`src/hw/rtl/fmsa_pkg.sv`:
```
// Package for the filtered market share aggregator.
// Holds widths, constants, controller state codes and the control/status structs.
// No dependencies.
`timescale 1ns / 1ps

package fmsa_pkg;

  localparam int NATION_COUNT = 25;
  localparam int MASK_NATIONS = 25;
  localparam int CUST_LIMIT   = (NATION_COUNT < MASK_NATIONS) ? NATION_COUNT : MASK_NATIONS;

  localparam int SUM_W   = 64;
  localparam int VOL_W   = 31;
  localparam int PROD_W  = 52;
  localparam int NUM_W   = 84;
  localparam int SHARE_W = 20;
  localparam int DIV_STEPS = SHARE_W;
  localparam int CNT_W   = 5;

  localparam logic [13:0]        YEAR_LO   = 14'd1995;
  localparam logic [13:0]        YEAR_HI   = 14'd1996;
  localparam logic [10:0]        RES_YEAR0 = 11'd1995;
  localparam logic [7:0]         NO_NATION = 8'hFF;
  localparam logic [6:0]         DISC_MAX  = 7'd100;
  localparam logic [SHARE_W-1:0] MILLION   = 20'd1000000;

  localparam logic [1:0] REG_PART_TYPE = 2'd0;
  localparam logic [1:0] REG_REGION    = 2'd1;
  localparam logic [1:0] REG_NATION    = 2'd2;

  typedef enum logic [8:0] {
    ST_IDLE  = 9'b000000001,
    ST_FLUSH = 9'b000000010,
    ST_PICK  = 9'b000000100,
    ST_SEL   = 9'b000001000,
    ST_MULLO = 9'b000010000,
    ST_MULHI = 9'b000100000,
    ST_DINIT = 9'b001000000,
    ST_DIV   = 9'b010000000,
    ST_OUT   = 9'b100000000
  } state_e;

  typedef struct packed {
    logic accept;
    logic sel;
    logic mul_lo;
    logic mul_hi;
    logic div_init;
    logic div_step;
    logic rnd;
    logic clear;
    logic yr;
  } cmd_t;

  typedef struct packed {
    logic [1:0] tot_nz;
    logic       div_last;
  } sts_t;

endpackage

```
`src/hw/rtl/fmsa_ctrl.sv`:
```
// Controller for the filtered market share aggregator.
// Sequences row intake, the end-of-run share computation and result delivery.
// Depends on fmsa_pkg.
`timescale 1ns / 1ps

module fmsa_ctrl (
  input  logic         clk_i,
  input  logic         rst_ni,
  input  logic         in_valid_i,
  input  logic         in_last_i,
  input  logic         out_ready_i,
  input  fmsa_pkg::sts_t sts_i,
  output fmsa_pkg::cmd_t cmd_o,
  output logic         in_ready_o,
  output logic         out_valid_o
);
  import fmsa_pkg::*;

  state_e state_q, state_d;
  logic   yr_q, yr_d;
  logic   acc;

  assign in_ready_o  = (state_q == ST_IDLE);
  assign out_valid_o = (state_q == ST_OUT);
  assign acc         = in_valid_i & in_ready_o;

  always_comb begin
    state_d = state_q;
    yr_d    = yr_q;
    cmd_o   = '0;
    cmd_o.accept = acc;
    cmd_o.yr     = yr_q;
    case (state_q)
      ST_IDLE: begin
        if (acc && in_last_i) begin
          state_d = ST_FLUSH;
        end
      end
      ST_FLUSH: begin
        // last row's add lands at the end of this cycle
        yr_d    = 1'b0;
        state_d = ST_PICK;
      end
      ST_PICK: begin
        if (sts_i.tot_nz[yr_q]) begin
          state_d = ST_SEL;
        end else if (!yr_q) begin
          yr_d = 1'b1;
        end else begin
          cmd_o.clear = 1'b1;
          state_d     = ST_IDLE;
        end
      end
      ST_SEL: begin
        cmd_o.sel = 1'b1;
        state_d   = ST_MULLO;
      end
      ST_MULLO: begin
        cmd_o.mul_lo = 1'b1;
        state_d      = ST_MULHI;
      end
      ST_MULHI: begin
        cmd_o.mul_hi = 1'b1;
        state_d      = ST_DINIT;
      end
      ST_DINIT: begin
        cmd_o.div_init = 1'b1;
        state_d        = ST_DIV;
      end
      ST_DIV: begin
        cmd_o.div_step = 1'b1;
        if (sts_i.div_last) begin
          cmd_o.rnd = 1'b1;
          state_d   = ST_OUT;
        end
      end
      ST_OUT: begin
        if (out_ready_i) begin
          if (!yr_q) begin
            yr_d    = 1'b1;
            state_d = ST_PICK;
          end else begin
            cmd_o.clear = 1'b1;
            state_d     = ST_IDLE;
          end
        end
      end
      default: begin
        state_d = ST_IDLE;
      end
    endcase
  end

  always_ff @(posedge clk_i or negedge rst_ni) begin
    if (!rst_ni) begin
      state_q <= ST_IDLE;
      yr_q    <= 1'b0;
    end else begin
      state_q <= state_d;
      yr_q    <= yr_d;
    end
  end

endmodule

```
`src/hw/rtl/fmsa_datapath.sv`:
```
// Datapath for the filtered market share aggregator.
// Config registers, row filter, volume accumulators, multiplier and share divider.
// Depends on fmsa_pkg.
`timescale 1ns / 1ps

module fmsa_datapath (
  input  logic         clk_i,
  input  logic         rst_ni,
  input  fmsa_pkg::cmd_t cmd_i,
  output fmsa_pkg::sts_t sts_o,
  input  logic         cfg_we_i,
  input  logic [1:0]   cfg_idx_i,
  input  logic [24:0]  cfg_wdata_i,
  input  logic [7:0]   part_type_i,
  input  logic [13:0]  order_year_i,
  input  logic [7:0]   cust_nation_i,
  input  logic [7:0]   supp_nation_i,
  input  logic [23:0]  price_cents_i,
  input  logic [6:0]   discount_pct_i,
  output logic [10:0]  result_year_o,
  output logic [19:0]  share_millionths_o,
  output logic         last_result_o
);
  import fmsa_pkg::*;

  logic [7:0]  tgt_part_q;
  logic [24:0] region_q;
  logic [7:0]  tgt_nat_q;

  // configuration
  always_ff @(posedge clk_i or negedge rst_ni) begin
    if (!rst_ni) begin
      tgt_part_q <= '0;
      region_q   <= '0;
      tgt_nat_q  <= NO_NATION;
    end else if (cfg_we_i) begin
      case (cfg_idx_i)
        REG_PART_TYPE: tgt_part_q <= cfg_wdata_i[7:0];
        REG_REGION:    region_q   <= cfg_wdata_i;
        REG_NATION:    tgt_nat_q  <= cfg_wdata_i[7:0];
        default: ;
      endcase
    end
  end

  // row filter and volume
  logic             cust_ok, ok, yi, nat_hit;
  logic [6:0]       disc, mult;
  logic [VOL_W-1:0] vol;

  always_comb begin
    cust_ok = (cust_nation_i < 8'(CUST_LIMIT)) && region_q[cust_nation_i[4:0]];
    ok      = (part_type_i == tgt_part_q) &&
              ((order_year_i == YEAR_LO) || (order_year_i == YEAR_HI)) &&
              cust_ok && (supp_nation_i != NO_NATION);
    yi      = (order_year_i == YEAR_HI);
    nat_hit = (tgt_nat_q < 8'(NATION_COUNT)) && (supp_nation_i == tgt_nat_q);
    disc    = (discount_pct_i > DISC_MAX) ? DISC_MAX : discount_pct_i;
    mult    = DISC_MAX - disc;
    vol     = VOL_W'(price_cents_i) * VOL_W'(mult);
  end

  logic             acc_vld_q, acc_yi_q, acc_nat_q;
  logic [VOL_W-1:0] acc_vol_q;

  always_ff @(posedge clk_i or negedge rst_ni) begin
    if (!rst_ni) begin
      acc_vld_q <= 1'b0;
    end else begin
      acc_vld_q <= cmd_i.accept & ok;
    end
  end

  always_ff @(posedge clk_i) begin
    if (cmd_i.accept) begin
      acc_yi_q  <= yi;
      acc_nat_q <= nat_hit;
      acc_vol_q <= vol;
    end
  end

  // saturating accumulators, index 0 is 1995
  logic [SUM_W-1:0] tot_q [2];
  logic [SUM_W-1:0] nat_q [2];
  logic [SUM_W:0]   tot_sum, nat_sum;

  assign tot_sum = {1'b0, tot_q[acc_yi_q]} + (SUM_W+1)'(acc_vol_q);
  assign nat_sum = {1'b0, nat_q[acc_yi_q]} + (SUM_W+1)'(acc_vol_q);

  always_ff @(posedge clk_i or negedge rst_ni) begin
    if (!rst_ni) begin
      tot_q[0] <= '0;
      tot_q[1] <= '0;
      nat_q[0] <= '0;
      nat_q[1] <= '0;
    end else if (cmd_i.clear) begin
      tot_q[0] <= '0;
      tot_q[1] <= '0;
      nat_q[0] <= '0;
      nat_q[1] <= '0;
    end else if (acc_vld_q) begin
      tot_q[acc_yi_q] <= tot_sum[SUM_W] ? '1 : tot_sum[SUM_W-1:0];
      if (acc_nat_q) begin
        nat_q[acc_yi_q] <= nat_sum[SUM_W] ? '1 : nat_sum[SUM_W-1:0];
      end
    end
  end

  assign sts_o.tot_nz = {(tot_q[1] != '0), (tot_q[0] != '0)};

  // share: num * 1e6 in two partial products, then restoring division
  logic [SUM_W-1:0]   num_q, den_q, rem_q;
  logic [PROD_W-1:0]  plo_q, phi_q;
  logic [SHARE_W-1:0] nq_q;
  logic [CNT_W-1:0]   cnt_q;
  logic [NUM_W-1:0]   prod;
  logic [SUM_W:0]     shifted, twice;
  logic               qbit;
  logic [SHARE_W-1:0] q_fin;
  logic [SHARE_W:0]   q_rnd;
  logic [SUM_W-1:0]   rem_nxt;

  assign prod    = NUM_W'(plo_q) + {phi_q, 32'b0};
  assign shifted = {rem_q, nq_q[SHARE_W-1]};
  assign qbit    = (shifted >= {1'b0, den_q});
  assign rem_nxt = qbit ? SUM_W'(shifted - {1'b0, den_q}) : shifted[SUM_W-1:0];
  assign q_fin   = {nq_q[SHARE_W-2:0], qbit};
  assign twice   = {rem_nxt, 1'b0};
  assign q_rnd   = {1'b0, q_fin} + (SHARE_W+1)'(twice >= {1'b0, den_q});
  assign sts_o.div_last = (cnt_q == '0);

  always_ff @(posedge clk_i) begin
    if (cmd_i.sel) begin
      num_q <= (nat_q[cmd_i.yr] > tot_q[cmd_i.yr]) ? tot_q[cmd_i.yr] : nat_q[cmd_i.yr];
      den_q <= tot_q[cmd_i.yr];
    end
    if (cmd_i.mul_lo) begin
      plo_q <= PROD_W'(num_q[31:0]) * PROD_W'(MILLION);
    end
    if (cmd_i.mul_hi) begin
      phi_q <= PROD_W'(num_q[63:32]) * PROD_W'(MILLION);
    end
    if (cmd_i.div_init) begin
      rem_q <= prod[NUM_W-1:SHARE_W];
      nq_q  <= prod[SHARE_W-1:0];
      cnt_q <= CNT_W'(DIV_STEPS - 1);
    end else if (cmd_i.div_step) begin
      rem_q <= rem_nxt;
      nq_q  <= q_fin;
      cnt_q <= cnt_q - 1'b1;
    end
    if (cmd_i.rnd) begin
      share_millionths_o <= (q_rnd > {1'b0, MILLION}) ? MILLION : q_rnd[SHARE_W-1:0];
      result_year_o      <= RES_YEAR0 + 11'(cmd_i.yr);
      last_result_o      <= cmd_i.yr | (tot_q[1] == '0);
    end
  end

endmodule

```
`src/hw/rtl/filtered_market_share_aggregator.sv`:
```
// Top level of the filtered market share aggregator.
// Joins fmsa_ctrl and fmsa_datapath; depends on fmsa_pkg.
// Channel   | direction | handshake             | payload
// rows      | in        | in_valid_i/in_ready_o  | part_type .. last_row
// results   | out       | out_valid_o/out_ready_i| result_year, share, last_result
// config    | in        | cfg_we_i               | cfg_idx_i, cfg_wdata_i
//
// Rows: one transaction per cycle while idle; each counted row's volume is
// added in the cycle after acceptance through a registered product stage.
// After a last row: a flush state, then per year with volume the steps select,
// two partial products, divider init and 20 divider steps with rounding
// before the result is offered; input is held off until all results have
// been taken and the sums cleared.
// Reset clears control state and sums; config resets to part 0, empty
// region, no target nation. A stalled result holds its payload.
`timescale 1ns / 1ps

module filtered_market_share_aggregator (
  input  logic        clk_i,
  input  logic        rst_ni,
  input  logic        cfg_we_i,
  input  logic [1:0]  cfg_idx_i,
  input  logic [24:0] cfg_wdata_i,
  input  logic        in_valid_i,
  output logic        in_ready_o,
  input  logic [7:0]  part_type_i,
  input  logic [13:0] order_year_i,
  input  logic [7:0]  cust_nation_i,
  input  logic [7:0]  supp_nation_i,
  input  logic [23:0] price_cents_i,
  input  logic [6:0]  discount_pct_i,
  input  logic        last_row_i,
  output logic        out_valid_o,
  input  logic        out_ready_i,
  output logic [10:0] result_year_o,
  output logic [19:0] share_millionths_o,
  output logic        last_result_o
);
  import fmsa_pkg::*;

  cmd_t cmd;
  sts_t sts;

  // controller: row intake, share sequencing, result handshake
  fmsa_ctrl u_ctrl (
    .clk_i       (clk_i),
    .rst_ni      (rst_ni),
    .in_valid_i  (in_valid_i),
    .in_last_i   (last_row_i),
    .out_ready_i (out_ready_i),
    .sts_i       (sts),
    .cmd_o       (cmd),
    .in_ready_o  (in_ready_o),
    .out_valid_o (out_valid_o)
  );

  // datapath: filter, accumulate, multiply and divide
  fmsa_datapath u_dp (
    .clk_i              (clk_i),
    .rst_ni             (rst_ni),
    .cmd_i              (cmd),
    .sts_o              (sts),
    .cfg_we_i           (cfg_we_i),
    .cfg_idx_i          (cfg_idx_i),
    .cfg_wdata_i        (cfg_wdata_i),
    .part_type_i        (part_type_i),
    .order_year_i       (order_year_i),
    .cust_nation_i      (cust_nation_i),
    .supp_nation_i      (supp_nation_i),
    .price_cents_i      (price_cents_i),
    .discount_pct_i     (discount_pct_i),
    .result_year_o      (result_year_o),
    .share_millionths_o (share_millionths_o),
    .last_result_o      (last_result_o)
  );

`ifndef ASSERT_OFF
  // a result is never offered while rows are being taken
  a_out_blocks_in: assert property (@(posedge clk_i) disable iff (!rst_ni)
    out_valid_o |-> !in_ready_o)
    else $error("result offered while input ready");

  // a last row stops intake in the following cycle
  a_last_stops_in: assert property (@(posedge clk_i) disable iff (!rst_ni)
    (in_valid_i && in_ready_o && last_row_i) |=> !in_ready_o)
    else $error("input still ready after last row");

  // share never exceeds one million
  a_share_range: assert property (@(posedge clk_i) disable iff (!rst_ni)
    out_valid_o |-> (share_millionths_o <= 20'd1000000))
    else $error("share out of range");

  // a non-final result taken is not followed directly by another
  a_gap_after_result: assert property (@(posedge clk_i) disable iff (!rst_ni)
    (out_valid_o && out_ready_i && !last_result_o) |=> !out_valid_o)
    else $error("back-to-back results");
`endif

endmodule

```
`config.mk`:
```
export PLATFORM = sky130hd
export DESIGN_NAME = filtered_market_share_aggregator
export DESIGN_NICKNAME = d
export VERILOG_FILES = /design/src/hw/rtl/fmsa_pkg.sv /design/src/hw/rtl/fmsa_ctrl.sv /design/src/hw/rtl/fmsa_datapath.sv /design/src/hw/rtl/filtered_market_share_aggregator.sv
export SDC_FILE = /design/constraint.sdc
export NUM_CORES = 2
export LEC_CHECK = 0
export BUFFER_PORTS_ARGS = -buffer_cell sky130_fd_sc_hd__buf_2
export CAP_MARGIN = 20
export CORE_MARGIN = 10
export CORE_UTILIZATION = 45
export CTS_CLUSTER_SIZE = 10
export DETAILED_ROUTE_END_ITERATION = 10
export SKIP_LAST_GASP = 1
export SYNTH_ARGS = -nofsm -noshare
export SYNTH_HDL_FRONTEND = slang
export SYNTH_SLANG_ARGS = --single-unit
```
`constraint.sdc`:
```
create_clock -name clk_i -period 16.7 [get_ports clk_i]
set_input_delay 2.505 -clock clk_i [delete_from_list [all_inputs] [get_ports clk_i]]
set_output_delay 2.505 -clock clk_i [all_outputs]
set_load 0.01 [all_outputs]
```
==> results.cfg <==
[clock_network]
clkSlewWorstSetupHoldPaths_ns = 0.06
cts_buffers = 86
worstSkewPairLatency_ns = 0.70
cts_resized = 0
cts_tree = yes
clock-sinks = 673
postCtsSetupRepairBufs = 0
clockBufferDepth = 3
htreeDepth = 3
holdBufCountCts = 0
ctsRootBufferMaster = clkbuf_16

[synthesis]
yosys-top-cells-count = ha_1 (626), inv_1 (605), nand2_1 (485), nor2_1 (441), a21oi_1 (437)
syn_inst = 6339
synth_area_leaders = edfxtp_1 (17%), ha_1 (13%), fa_1 (12%)
ys_seq_elements = 673
yosysUniqueCellTypes = 111
yosysTopAreaCellShare_pct = 17.4
seq_area_frac_synth_pct = 30.0
synth_top_area_cell = edfxtp_1
ys.flop_type = edfxtp_1
yosys_warnings = 0
syn-cell-area_mm2 = 0.0620
async_flop_share_pct = 45.8
yosysMostFrequentCell = ha_1
syn_area_per_cell_um2 = 9.79
synth_edf_count = 360

[routing]
drt-initial-drc-count = 3343
viasPerCell = 5.71
num_vias = 46986
firstDrtPassIters = 6
ant_nets = 0
routed_wl_mm = 165
wl_per_cell_um = 20.0
drc = 0

[layout]
area_delta_synth_final_pct = 8.17
fin_nets = 7476
fillCellCount = 12730
drive_above_1_share_pct = 10.7
instances_no_fill = 8226

[critical_path]
cpMaxStageDelayCell = and3_1
rrSetupSlack_ns = 7.04
worstSetupPathType = input pin to register
cp_max_fo = 25
max_stage_delay_ns = 0.84
crit_top_cell = fa_1
r2r_start = u_dp.den_q[42]
startpoint_type = input pin
crit_path_end_kind = register
critPathTopFamily = simple AND/OR/NAND/NOR gates
worst_ep_arrival_time_ns = 10.73
critPathBufInv = 3
reg2reg_to = u_dp.share_millionths_o[6]
crit_required_ns = 17.11
ff2ff_path_depth = 32

[die]
core_mm2 = 0.137
start_util_pct = 45.2
die_x_um = 391
pin_count = 136
die_h_um = 391
die-area_mm2 = 0.153
num_rows = 136

[grt]
antenna_found_initial = 3
grt_max_degree = 107
met1_usage_pct = 30.7
grt_busiest_layer = met2
grt_first_pass_wirelength_mm = 262
gr-usage-met2_pct = 32.7
grt-ovfl-total = 0
grt_use_met3_pct = 2.75
grt_pass1_vias = 46456
grtUsageTotal_pct = 21.2

[power]
p_leak_nw = 29.8
vdd_ir_drop_max_mv = 0.0858
power_density_mw_per_mm2 = 113

[sta]
tns_ns = 0
tightestPinTransition_ns = 1.09
rsz0062_at_grt = no
min_period_over_period_pct = 61.8
max_slew_margin_pct = 27.5
finalClockSkew_ns = 0.0466
setup_viol = 0
finalHoldViolations = 0
fin_crit_ns = 10.31
fmax_ghz = 0.0970
slew_viol_final = 0

[flow_run]
cap_violations = 0

[place]
place.gp.congestion = 0.931
io_buffers = 127
dp_hpwl_mm = 129
dp.cells = 8070

[worst_hold_path]
worst_hold_path_type = register to register
worstHoldPathCells = 1
holdPathEnd = u_dp.region_q[10]
hp-start = u_dp.region_q[10]

[run_status]
status = complete, no violations
-- how the worst max path moves through the flow --
stage	from	to	slack, ns	cells after the start
5_1_grt	discount_pct_i[0]	u_dp.acc_vol_q[30]	5.75	27
3_3_place_gp	discount_pct_i[0]	u_dp.acc_vol_q[30]	6.03	27
2_1_floorplan	u_ctrl.state_q[7]	u_dp.den_q[0]	5.59	4
3_5_place_dp	discount_pct_i[0]	u_dp.acc_vol_q[30]	5.82	27
6_report	discount_pct_i[0]	u_dp.acc_vol_q[30]	6.39	27
4_1_cts	discount_pct_i[0]	u_dp.acc_vol_q[30]	6.50	27
-- layout make-up --
cell class,instances,area (µm²),area share [%]
Multi-Input combinational cell,4824,40200,59.9
Sequential cell,673,18600,27.8
Clock buffer,127,2460,3.67
Inverter,606,2270,3.39
Tap cell,1794,2240,3.35
Timing Repair Buffer,174,1010,1.50
Clock inverter,26,279,0.416
Antenna cell,2,5.00,0.00746
-- where the power goes --
part	switching (W)	internal [W]	total, W
sequential	0.000127	0.00201	0.00214
combinational	0.00208	0.00154	0.00362
clock	0.000755	0.00105	0.00181
total	0.00297	0.00460	0.00756
-- routing by layer --
metal	vias to the layer above	share of wire [%]	wire length [µm]
li1	22705	-	-
met1	22867	47	78300
met2	1143	44	73000
met3	271	4.8	7920
met4	0	3.4	5660
met5	-	0	0
-- metrics by stage --
step | hold WS (ns) | total power (W) | setup WS (ns) | area [µm²] | utilization (%)
after global placement | 0.484 | 0.00571 | 6.03 | 64300 | 46.9
after global routing | 0.517 | 0.00817 | 5.75 | 67100 | 48.9
final | 0.502 | 0.00756 | 6.39 | 67100 | 48.9
after CTS | 0.504 | 0.00761 | 6.50 | 67100 | 48.9
after detailed placement | 0.488 | 0.00576 | 5.82 | 64400 | 46.9
after floorplan | 0.465 | 0.00491 | 5.59 | 62100 | -
-- cell usage in the layout, fill, tap and decap left out, drive strengths merged, types with 15 or more instances in the layout --
cell type / instances
nand2b: 48
ha: 626
or2: 22
clkinv: 20
o21a: 47
xnor2: 199
a21oi: 439
clkbuf: 127
mux2i: 114
and2: 55
a21o: 170
nor2: 444
nor3: 85
nand2: 485
o21ai: 305
nand3: 105
xor2: 97
and3: 81
a21boi: 15
inv: 608
dfrtp: 299
mux2: 297
a31oi: 57
fa: 383
nor2b: 51
buf: 174
edfxtp: 360
o21bai: 34
a311oi: 67
a211oi: 121
or3: 31
o31ai: 23
nor4: 65
nand4: 92
o211ai: 30
-- logic make-up (layout without fill, tap and decap cells) --
kind of cell,Yosys count,count (layout),synth area share (%)
fa+ha+maj,1009,1009,25.0
simple gates,1639,1639,12.8
mux,418,418,7.55
buf+inv,848,933,5.37
compound gates,1454,1454,15.1
xor+xnor,296,296,4.18
flops,673,673,30.0
other cells,2,10,0.0121
-- sequential cells by signal, indices dropped and copies added, names as in the netlist, 2 cells and up --
| name | count |
|---|---|
| u_dp.num_q | 64 |
| u_dp.phi_q | 46 |
| u_dp.rem_q | 64 |
| u_dp.den_q | 64 |
| u_dp.nq_q | 20 |
| u_ctrl.state_q | 9 |
| u_dp.tot_q | 128 |
| u_dp.nat_q | 128 |
| u_dp.plo_q | 46 |
| u_dp.acc_vol_q | 31 |
| u_dp.cnt_q | 5 |
| u_dp.share_millionths_o | 20 |
| u_dp.region_q | 25 |
| u_dp.tgt_nat_q | 8 |
| u_dp.result_year_o | 2 |
| u_dp.tgt_part_q | 8 |
No activity file was read; power rests on OpenSTA's default activity.
